$ cat src/hw/rtl/call_stack_profiler_defines.svh
// Assertion macros shared by the profiler modules.
// Both sample on clk_i and stay quiet while rst_ni is low.
`ifndef CALL_STACK_PROFILER_DEFINES_SVH
`define CALL_STACK_PROFILER_DEFINES_SVH

// Property that must hold at every clock edge.
`define CSP_ASSERT(lbl, prop, msg) \
  lbl: assert property (@(posedge clk_i) disable iff (!rst_ni) (prop)) else $error(msg);

// Consequent that must hold in the cycle after the antecedent.
`define CSP_ASSERT_NEXT(lbl, ante, cons, msg) \
  lbl: assert property (@(posedge clk_i) disable iff (!rst_ni) (ante) |=> (cons)) \
    else $error(msg);

`endif

$ cat src/hw/rtl/csp_pkg.sv
package csp_pkg;

  // Default sizes
  localparam int NUM_FUNCS_DEF   = 64;
  localparam int STACK_DEPTH_DEF = 32;

  // Field widths
  localparam int OP_W     = 2;
  localparam int FUNC_W   = 6;
  localparam int TIME_W   = 32;
  localparam int STATUS_W = 3;
  localparam int DEPTH_W  = 6;

  // Stream widths
  localparam int IN_USED_W   = OP_W + FUNC_W + 1 + TIME_W;
  localparam int IN_TDATA_W  = ((IN_USED_W + 7) / 8) * 8;
  localparam int OUT_USED_W  = STATUS_W + 4 * TIME_W + DEPTH_W;
  localparam int OUT_TDATA_W = ((OUT_USED_W + 7) / 8) * 8;
  localparam int OUT_PAD_W   = OUT_TDATA_W - OUT_USED_W;

  typedef enum logic [OP_W-1:0] {
    OP_ENTER = 2'd0,
    OP_EXIT  = 2'd1,
    OP_CLEAR = 2'd2,
    OP_READ  = 2'd3
  } op_e;

  typedef enum logic [STATUS_W-1:0] {
    ST_OK        = 3'd0,
    ST_MISMATCH  = 3'd1,
    ST_UNDERFLOW = 3'd2,
    ST_OVERFLOW  = 3'd3,
    ST_FAULTED   = 3'd4
  } status_e;

  typedef enum logic [2:0] {
    S_CLEAR,
    S_IDLE,
    S_CALC,
    S_CLAMP,
    S_UPD
  } ctrl_state_e;

  // One call frame on the stack
  typedef struct packed {
    logic [FUNC_W-1:0] func;
    logic              trk;
    logic [TIME_W-1:0] start;
    logic [TIME_W-1:0] child;
  } frame_t;

  // Per-function totals entry
  typedef struct packed {
    logic [TIME_W-1:0] self_total;
    logic [TIME_W-1:0] child_total;
    logic [TIME_W-1:0] call_count;
    logic [TIME_W-1:0] max_self;
  } tot_t;

  // Result item
  typedef struct packed {
    logic [DEPTH_W-1:0]  stack_depth;
    logic [TIME_W-1:0]   max_self;
    logic [TIME_W-1:0]   call_count;
    logic [TIME_W-1:0]   child_total;
    logic [TIME_W-1:0]   self_total;
    logic [STATUS_W-1:0] status;
  } out_t;

  // Controller to datapath
  typedef struct packed {
    logic accept;
    logic calc;
    logic clamp;
    logic upd;
    logic sweep;
  } cmd_t;

  // Datapath to controller
  typedef struct packed {
    logic sweep_last;
    logic out_busy;
    logic op_clear;
  } sts_t;

  // Add two time values, saturating at all ones
  function automatic logic [TIME_W-1:0] sat_add(input logic [TIME_W-1:0] a,
                                                input logic [TIME_W-1:0] b);
    logic [TIME_W:0] sum;
    sum = {1'b0, a} + {1'b0, b};
    return sum[TIME_W] ? {TIME_W{1'b1}} : sum[TIME_W-1:0];
  endfunction

endpackage

$ cat src/hw/rtl/csp_ctrl.sv
`include "call_stack_profiler_defines.svh"

module csp_ctrl import csp_pkg::*; (
  input  logic clk_i,
  input  logic rst_ni,
  input  logic in_valid_i,
  output logic in_ready_o,
  input  sts_t sts_i,
  output cmd_t cmd_o
);

  ctrl_state_e st_q, st_d;

  // State register; reset starts with a sweep of the totals table
  always_ff @(posedge clk_i or negedge rst_ni) begin
    if (!rst_ni) begin
      st_q <= S_CLEAR;
    end else begin
      st_q <= st_d;
    end
  end

  // Next state and commands
  always_comb begin
    st_d       = st_q;
    cmd_o      = '0;
    in_ready_o = 1'b0;
    unique case (st_q)
      S_CLEAR: begin
        cmd_o.sweep = 1'b1;
        if (sts_i.sweep_last) st_d = S_IDLE;
      end
      S_IDLE: begin
        in_ready_o = 1'b1;
        if (in_valid_i) begin
          cmd_o.accept = 1'b1;
          st_d         = S_CALC;
        end
      end
      S_CALC: begin
        cmd_o.calc = 1'b1;
        st_d       = S_CLAMP;
      end
      S_CLAMP: begin
        cmd_o.clamp = 1'b1;
        st_d        = S_UPD;
      end
      S_UPD: begin
        // hold while the previous result is still unread
        if (!sts_i.out_busy) begin
          cmd_o.upd = 1'b1;
          st_d      = sts_i.op_clear ? S_CLEAR : S_IDLE;
        end
      end
      default: st_d = S_CLEAR;
    endcase
  end

  `CSP_ASSERT_NEXT(a_clear_sweeps, cmd_o.upd && sts_i.op_clear, st_q == S_CLEAR, "clear not swept")
  `CSP_ASSERT_NEXT(a_accept_calc, cmd_o.accept, st_q == S_CALC, "accepted transaction not checked")

endmodule

$ cat config.mk
export PLATFORM = sky130hd
export DESIGN_NAME = csp_ctrl
export DESIGN_NICKNAME = d
export VERILOG_FILES = /design/src/hw/rtl/csp_pkg.sv /design/src/hw/rtl/csp_ctrl.sv
export VERILOG_INCLUDE_DIRS = /design/src /design/src/hw/rtl
export SDC_FILE = /design/constraint.sdc
export NUM_CORES = 1
export LEC_CHECK = 0
export BUFFER_PORTS_ARGS = -buffer_cell sky130_fd_sc_hd__buf_2
export CORE_AREA = 2 2 39 41
export CTS_CLUSTER_DIAMETER = 80
export DETAILED_ROUTE_END_ITERATION = 8
export DIE_AREA = 0 0 41 43
export PLACE_DENSITY = 0.43
export SYNTH_ARGS = -nofsm -noshare
export SYNTH_HDL_FRONTEND = slang
export SYNTH_SLANG_ARGS = --single-unit
$ cat constraint.sdc
create_clock -name clk_i -period 1.46 [get_ports clk_i]
set_input_delay 0.219 -clock clk_i [delete_from_list [all_inputs] [get_ports clk_i]]
set_output_delay 0.219 -clock clk_i [all_outputs]
set_load 0.01 [all_outputs]
==> results by group, run 1 <==
Place
  • HPWL after detailed placement: 346 µm
  • Dpl ws: 0.233 ns
  • Port Buffers: 11
  • Inst Count DP: 46
  • GPL Wtd Cong: 0.602

Clock tree
  • Root Buffer: clkbuf_4
  • Clk_lat worst skew: 0.23 ns
  • CTS tree: yes
  • H-tree levels: 1
  • Clock buffer depth: 2
  • Clk slew on worst S/H paths: 0.04 ns
  • CTS Buf Count: 3
  • Clock Sinks: 3

Worst setup path
  • CP Class: reg2out
  • Critical path arrival: 1.17 ns
  • CP Launch Type: flip-flop
  • CP required: 1.24 ns
  • CP max-delay cell: dfrtp_1
  • Crit-path max FO: 8
  • CP peak stage delay: 0.45 ns
  • Setup crit end kind: output pin
  • Crit path cell chain: nor3b_2 > and2_1 > buf_2

Global routing
  • Vias in the first global route: 169
  • Largest net degree at the start of global routing: 10
  • Total gr overflow: 0
  • Initial antenna violation count: 0
  • First-pass GRT wire length: 655 µm
  • Global-route usage over all layers: 6.14%

Synthesis
  • Syn. warnings: 0
  • Mean Syn Cell Area: 9.55 µm²
  • Yosys top cell by area: dfrtp_1
  • Post-Synthesis Cells: 19
  • Synth top area cells: dfrtp_1 (41%), nor4b_2 (8.3%), a32o_1 (5.5%)
  • Yosys reg bits: 3
  • Post-synth cell types: 15
  • Syn Nets: 25
  • Seq/Total Area, Yosys: 41.4%
  • Share of Yosys cell area claimed by the top area cell type: 41.4%
  • Mapped Area: 181 µm²

STA
  • Final worst slack: 0.0720 ns
  • Tmin final: 1.39 ns
  • Setup Viol. Count Final: 0
  • Final cycle utilization of the critical path: 95.1%
  • Max Slew Vio Count: 0
  • TNS Setup: 0 ns
  • Final clock skew: 0.00229 ns
  • Relative slew slack: 83.0%
  • RSZ-0062 raised after global routing: no
  • Final hold violations: 0
  • FMAX: 720 MHz
  • Worst-Margin Slew: 0.255 ns

Final layout
  • Layout area overhead: 81.4%
  • Largest register FFs: 3
  • N_diodes: 0
  • FF+latch area: 77.6 µm²
  • Finished Core Util: 23.8%
  • Nets: 43
  • Largest register by flop count: st_q
  • FILL cells: 148
  • Largest regs: st_q: 3 flops
  • Multi-input gate area: 113 µm²
  • Layout cells sized above 1: 55.6%
  • Fin cells: 52

Die
  • # IOs: 12
  • Row count: 14
  • Core Box Area: 1380 µm²
  • Overall die area: 1760 µm²
  • Chip height: 43 µm
  • Initial cell density of the core: 13.1%
  • Die W: 41 µm

Power
  • Max IR drop VDD: 0.000679 V
  • Pwr Density: 2070 nW/µm²
  • Static Leak: 0.157 nW
  • Overall Power: 682 µW

Run
  • Max_cap viols: 0

Route
  • Total Wirelength: 456 µm
  • Remaining antenna violation count: 0
  • Wire per inst: 8.77 µm
  • Vias: 197
  • Post-route DRC: 0
  • First-pass detailed-route iteration total: 2
  • Vias per cell: 3.79
  • Iter 0 DRT Violations: 5

Run status
  • Status: completed

Hold path
  • Class of the worst hold path: in2reg
critical path: cells and delay by family, from the launching register on:
kind          cells  cell delay [ns]
simple gates      2             0.36
flops             1             0.45
buf+inv           1             0.12
area by class of cell:
type | count | share of cell area (%)
multi-input combinational | 14 | 34.2
inverter | 2 | 2.28
tap | 16 | 6.08
clock buffer | 4 | 7.98
timing repair buffer | 13 | 25.9
sequential | 3 | 23.6
layout by cell type, fill, tap and decap left out, types with 2 or more instances in the layout:
cell type | synthesis | final
buf_2 | 0 | 11
clkbuf_4 | 0 | 3
dfrtp_2 | 0 | 2
inv_1 | 2 | 2
nor2_1 | 2 | 2
final timing paths:
kind | from | to | slack (ns) | cells past startpoint
max | st_q[2] | cmd_o[4] | 0.07 | 3
min | sts_i[1] | st_q[2] | 0.29 | 2
max reg2reg | st_q[1] | st_q[0] | 0.12 | 3
min reg2reg | st_q[2] | st_q[1] | 0.60 | 1
max in group asynchronous | rst_ni | st_q[1] | 1.03 | 2
min in group asynchronous | rst_ni | st_q[2] | 0.31 | 2
power breakdown:
group          internal [mW]  total (mW)  switching (mW)
sequential             0.127       0.212          0.0845
combinational          0.194       0.330           0.135
clock                  0.102       0.141          0.0386
total                  0.424       0.682           0.258
metrics by stage:
step | hold WS [ns] | instance area, µm²
detailed placement | 0.0167 | 256
global placement | 0.0189 | 256
floorplan | -0.0766 | 181
CTS | 0.261 | 298
global route | 0.288 | 329
finish | 0.289 | 329
kinds of logic (layout without fill, tap and decap cells):
kind of cell | count (synthesis) | in the layout | synth area share (%)
flops | 3 | 3 | 41.4
buf+inv | 2 | 19 | 4.14
simple gates | 10 | 10 | 38.6
compound gates | 4 | 4 | 15.9
Yosys cell counts:
cell type  count
and2_1         1
inv_1          2
a32o_1         1
nand3b_1       1
nor4b_2        1
nand2b_1       1
nor3b_1        1
dfrtp_1        3
a21oi_1        1
nor3_1         1
a31o_2         1
and3b_1        1
or3_1          1
o21ai_0        1
nor2_1         2
per-layer routing:
| metal | track usage [%] | part of all wire (%) |
|---|---|---|
| met1 | 8.12 | 53 |
| met2 | 5.31 | 31 |
| met3 | 5.24 | 16 |
| met4 | 6.00 | 0 |
| met5 | 0 | 0 |
what timing repair did:
| action | CTS | global route |
|---|---|---|
| hold endpoints to repair | 3 | 0 |
| buffers inserted | 0 | 1 |
| gates resized for setup | 1 | 3 |
| hold buffers | 1 | 0 |
| endpoints found under the setup margin | 1 | 2 |
Power figures use the tool's default switching activity.
==> inputs of run 2 (changes only) <==
==> constraint.sdc (replaced) <==
create_clock -name clk_i -period 1.46 [get_ports clk_i]
set_input_delay 0.219 -clock clk_i [delete_from_list [all_inputs] [get_ports clk_i]]
set_output_delay 0.219 -clock clk_i [all_outputs]
set_load 0.05 [all_outputs]
==> results by group, run 2 (synthesis gave the netlist of run 1 again) <==
Power
  • Pwr Density: 2720 nW/µm²
  • Max IR drop VDD: 0.000970 V
  • Static Leak: 0.163 nW

Global routing
  • First-pass GRT wire length: 731 µm
  • Vias in the first global route: 195
  • Initial antenna violation count: 0
  • Global-route usage over all layers: 6.84%
  • Total gr overflow: 0
  • Largest net degree at the start of global routing: 10

Route
  • Remaining antenna violation count: 0
  • Vias: 204
  • Vias per cell: 3.85
  • Post-route DRC: 0
  • Iter 0 DRT Violations: 3
  • Total Wirelength: 523 µm
  • Wire per inst: 9.87 µm
  • First-pass detailed-route iteration total: 2

Final layout
  • Largest register FFs: 3
  • Layout area overhead: 98.6%
  • Most common cell after layout, fill and taps aside: buf_2
  • Commonest cells after routing, fill and taps aside: buf_2 (8), clkbuf_4 (3), buf_4 (3), dfrtp_2 (3), inv_1 (2)
  • N_diodes: 0
  • Nets: 44
  • Largest register by flop count: st_q
  • Layout cells sized above 1: 67.6%
  • Largest regs: st_q: 3 flops
  • Finished Core Util: 26.0%
  • Post-route cell area: 360 µm²

Worst setup path
  • Setup crit end kind: output pin
  • CP max-delay cell: dfrtp_2
  • Critical path arrival: 1.20 ns
  • Crit path cell chain: nor3b_4 > and2_4 > buf_8
  • CP Class: reg2out
  • CP peak stage delay: 0.46 ns
  • CP required: 1.24 ns
  • Crit-path max FO: 6
  • CP Launch Type: flip-flop

STA
  • Setup Viol. Count Final: 0
  • Worst-Margin Slew: 0.246 ns
  • RSZ-0062 raised after global routing: yes
  • FMAX: 702 MHz
  • Max Slew Vio Count: 0
  • Final clock skew: 0.000133 ns
  • Tmin final: 1.42 ns
  • Final hold violations: 0
  • Final cycle utilization of the critical path: 97.5%
  • Relative slew slack: 83.5%

Clock tree
  • H-tree levels: 1
  • Clock buffer depth: 2
  • CTS tree: yes
  • Clock Sinks: 3
  • Root Buffer: clkbuf_4
  • CTS Buf Count: 3
  • Clk slew on worst S/H paths: 0.04 ns
  • Clk_lat worst skew: 0.23 ns

Place
  • Placed Area: 284 µm²
  • Port Buffers: 11
  • GPL Wtd Cong: 0.592

Die
  • Overall die area: 1760 µm²
  • Core Box Area: 1380 µm²
  • # IOs: 12
  • Row count: 14
  • Initial cell density of the core: 13.1%
  • Chip height: 43 µm
  • Die W: 41 µm

Run status
  • Status: completed

Hold path
  • Class of the worst hold path: in2reg

Run
  • Max_cap viols: 0
run 2: cell count changes in the layout (fill, tap and decap cells not counted), sizes merged:
cell  change
buf       +1
run 2: stage by stage:
step	cells	power [mW]	worst slack [ns]	TNS, ns	hold slack (ns)
detailed placement	46	0.747	0.108	0	0.0179
floorplan	19	0.634	-0.297	-0.297	-0.0766
CTS	52	0.951	0.000805	0	0.274
finish	53	0.980	0.0361	0	0.288
global placement	46	0.731	0.160	0	0.0132
global route	53	1.05	-0.0391	-0.0637	0.279
run 2: area by class of cell:
cell class                 instances  area [µm²]
sequential                         3        78.8
clock buffer                       4        26.3
tap                               16        20.0
inverter                           2        7.51
fill                             158        1020
multi-input combinational         14         129
timing repair buffer              14        98.8
run 2: worst max-delay path, delay by kind of cell, from the launching register on:
kind,cells,cell delay [ns]
AND/OR/NAND/NOR,2,0.38
flip-flops,1,0.46
buffers and inverters,1,0.13
run 2: metal layers:
metal,GRT usage (%),wire [µm],up-vias
li1,-,-,106
met1,8.09,248,86
met2,7.81,199,12
met3,4.71,75,0
met4,6.00,0,0
met5,0,0,-
run 2: where the power goes:
group | internal (mW) | leakage [nW] | switching, mW | total, mW
sequential | 0.130 | 0.0342 | 0.0992 | 0.229
clock | 0.102 | 0.0150 | 0.0422 | 0.145
combinational | 0.244 | 0.114 | 0.362 | 0.606
run 2: repair_timing:
action	4_1_cts	5_1_grt
setup buffers	1	1
hold buffers	1	0
endpoints found under the hold margin	3	0
gates resized for setup	10	6
setup endpoints to repair	5	4
run 2: worst paths after layout:
| path | start | end | slack, ns | cells after the start |
|---|---|---|---|---|
| max | st_q[1] | cmd_o[4] | 0.04 | 3 |
| min | in_valid_i | st_q[1] | 0.29 | 3 |
| max reg2reg | st_q[1] | st_q[0] | 0.08 | 3 |
| min reg2reg | st_q[2] | st_q[1] | 0.56 | 1 |
| max in group asynchronous | rst_ni | st_q[2] | 1.03 | 2 |
| min in group asynchronous | rst_ni | st_q[0] | 0.31 | 2 |
==> inputs of run 3 (changes only) <==
REMOVE_ABC_BUFFERS = 1   (was not set)
==> results by group, run 3 (synthesis gave the netlist of run 1 again) <==
Place
  • Inst Count DP: 46
  • HPWL after detailed placement: 374 µm
  • Port Buffers: 11
  • GPL Wtd Cong: 0.566

Route
  • Vias: 206
  • Post-route DRC: 0
  • Vias per cell: 3.96
  • Iter 0 DRT Violations: 10
  • Total Wirelength: 562 µm
  • Remaining antenna violation count: 0
  • Wire per inst: 10.8 µm
  • First-pass detailed-route iteration total: 4

Worst setup path
  • Crit path cell chain: nor3b_2 > and2_1 > buf_6
  • Setup crit end kind: output pin
  • CP Class: reg2out
  • R2R Setup Slk: 0.06 ns
  • CP required: 1.24 ns
  • CP Launch Type: flip-flop
  • CP peak stage delay: 0.45 ns
  • Critical path arrival: 1.21 ns
  • CP max-delay cell: dfrtp_2
  • Crit-path max FO: 8

Final layout
  • Most common cell after layout, fill and taps aside: buf_2
  • Largest register by flop count: st_q
  • Nets: 43
  • Commonest cells after routing, fill and taps aside: buf_2 (8), clkbuf_4 (3), dfrtp_2 (3)
  • N_diodes: 0
  • Largest regs: st_q: 3 flops
  • Layout cells sized above 1: 55.6%
  • Layout area overhead: 86.2%
  • Fin cells: 52
  • Largest register FFs: 3

Global routing
  • Total gr overflow: 0
  • Vias in the first global route: 178
  • Global-route usage over all layers: 6.33%
  • First-pass GRT wire length: 710 µm
  • Largest net degree at the start of global routing: 10
  • Initial antenna violation count: 0

Clock tree
  • Clk slew on worst S/H paths: 0.03 ns
  • CTS Buf Count: 3
  • Clk_lat worst skew: 0.23 ns
  • Clock Sinks: 3
  • H-tree levels: 1
  • Root Buffer: clkbuf_4
  • Clock buffer depth: 2
  • CTS tree: yes

STA
  • Worst-Margin Slew: 0.242 ns
  • Min Hold Slack: 0.286 ns
  • TNS Setup: 0 ns
  • Final hold violations: 0
  • Relative slew slack: 83.8%
  • Setup Viol. Count Final: 0
  • Max Slew Vio Count: 0
  • Tmin final: 1.43 ns
  • RSZ-0062 raised after global routing: yes
  • Final cycle utilization of the critical path: 98.0%
  • Final clock skew: 0.000125 ns
  • FMAX: 699 MHz

Die
  • Chip height: 43 µm
  • Die W: 41 µm
  • Row count: 14
  • Overall die area: 1760 µm²
  • Core Box Area: 1380 µm²
  • # IOs: 12
  • Initial cell density of the core: 13.1%

Power
  • Static Leak: 0.167 nW
  • Pwr Density: 2680 nW/µm²
  • Max IR drop VDD: 0.000690 V

Run
  • Max_cap viols: 0

Run status
  • Status: completed

Hold path
  • Class of the worst hold path: in2reg
[run 3: cell types whose count changed in the layout (fill, tap and decap cells not counted)]
cell	previous run	this run
buf_4	3	1
and2_1	0	1
and2_4	1	0
buf_6	1	2
buf_8	1	0
dlymetal6s2s_1	0	1
nor2_1	1	2
nor2_2	1	0
nor3_1	0	1
nor3_2	1	0
nor3b_2	0	1
nor3b_4	1	0
[run 3: final cells by class]
cell class / count / area, µm²
timing repair buffer: 13 / 92.6
multi-input combinational: 14 / 113
tap: 16 / 20.0
fill: 154 / 1050
sequential: 3 / 78.8
inverter: 2 / 7.51
clock buffer: 4 / 26.3
[run 3: timing repair]
action | in CTS | in global routing
buffers inserted | 0 | 1
pin swaps | 1 | 1
hold buffers | 1 | 0
hold endpoints to repair | 3 | 0
setup endpoints to repair | 3 | 5
gates resized for setup | 6 | 5
[run 3: worst paths after layout]
path                            start  endpoint  depth (start not counted)
hold / removal             in_valid_i   st_q[1]                          3
setup / recovery              st_q[2]  cmd_o[4]                          3
max in group asynchronous      rst_ni   st_q[1]                          2
setup reg to reg              st_q[1]   st_q[0]                          3
min in group asynchronous      rst_ni   st_q[0]                          2
hold reg to reg               st_q[2]   st_q[1]                          1
[run 3: through the flow]
stage                     util, %  setup slack, ns  cell area [µm²]  power, mW
after floorplan                 -           -0.990              181      0.566
after global placement       18.5            0.155              256      0.678
after detailed placement     18.5           0.0936              256      0.681
after CTS                    22.3         0.000210              309      0.866
after global routing         24.4          -0.0532              338      0.963
final                        24.4           0.0288              338      0.905
[run 3: per-layer routing]
layer / wire length (µm) / global-route usage (%) / up-vias
li1: - / - / 103
met1: 241 / 7.42 / 91
met2: 233 / 7.50 / 12
met3: 87 / 3.66 / 0
met4: 0 / 6.00 / 0
met5: 0 / 0 / -
[run 3: worst max-delay path: cells and delay by family, from the launching register on]
family                 cells  cell delay, ns
and+or+nand+nor            2            0.38
DFF                        1            0.45
buffers and inverters      1            0.16
[run 3: power by group]
part	total, mW	internal [mW]	switching (mW)
clock	0.142	0.102	0.0398
sequential	0.220	0.130	0.0901
combinational	0.542	0.193	0.349
total	0.905	0.425	0.479
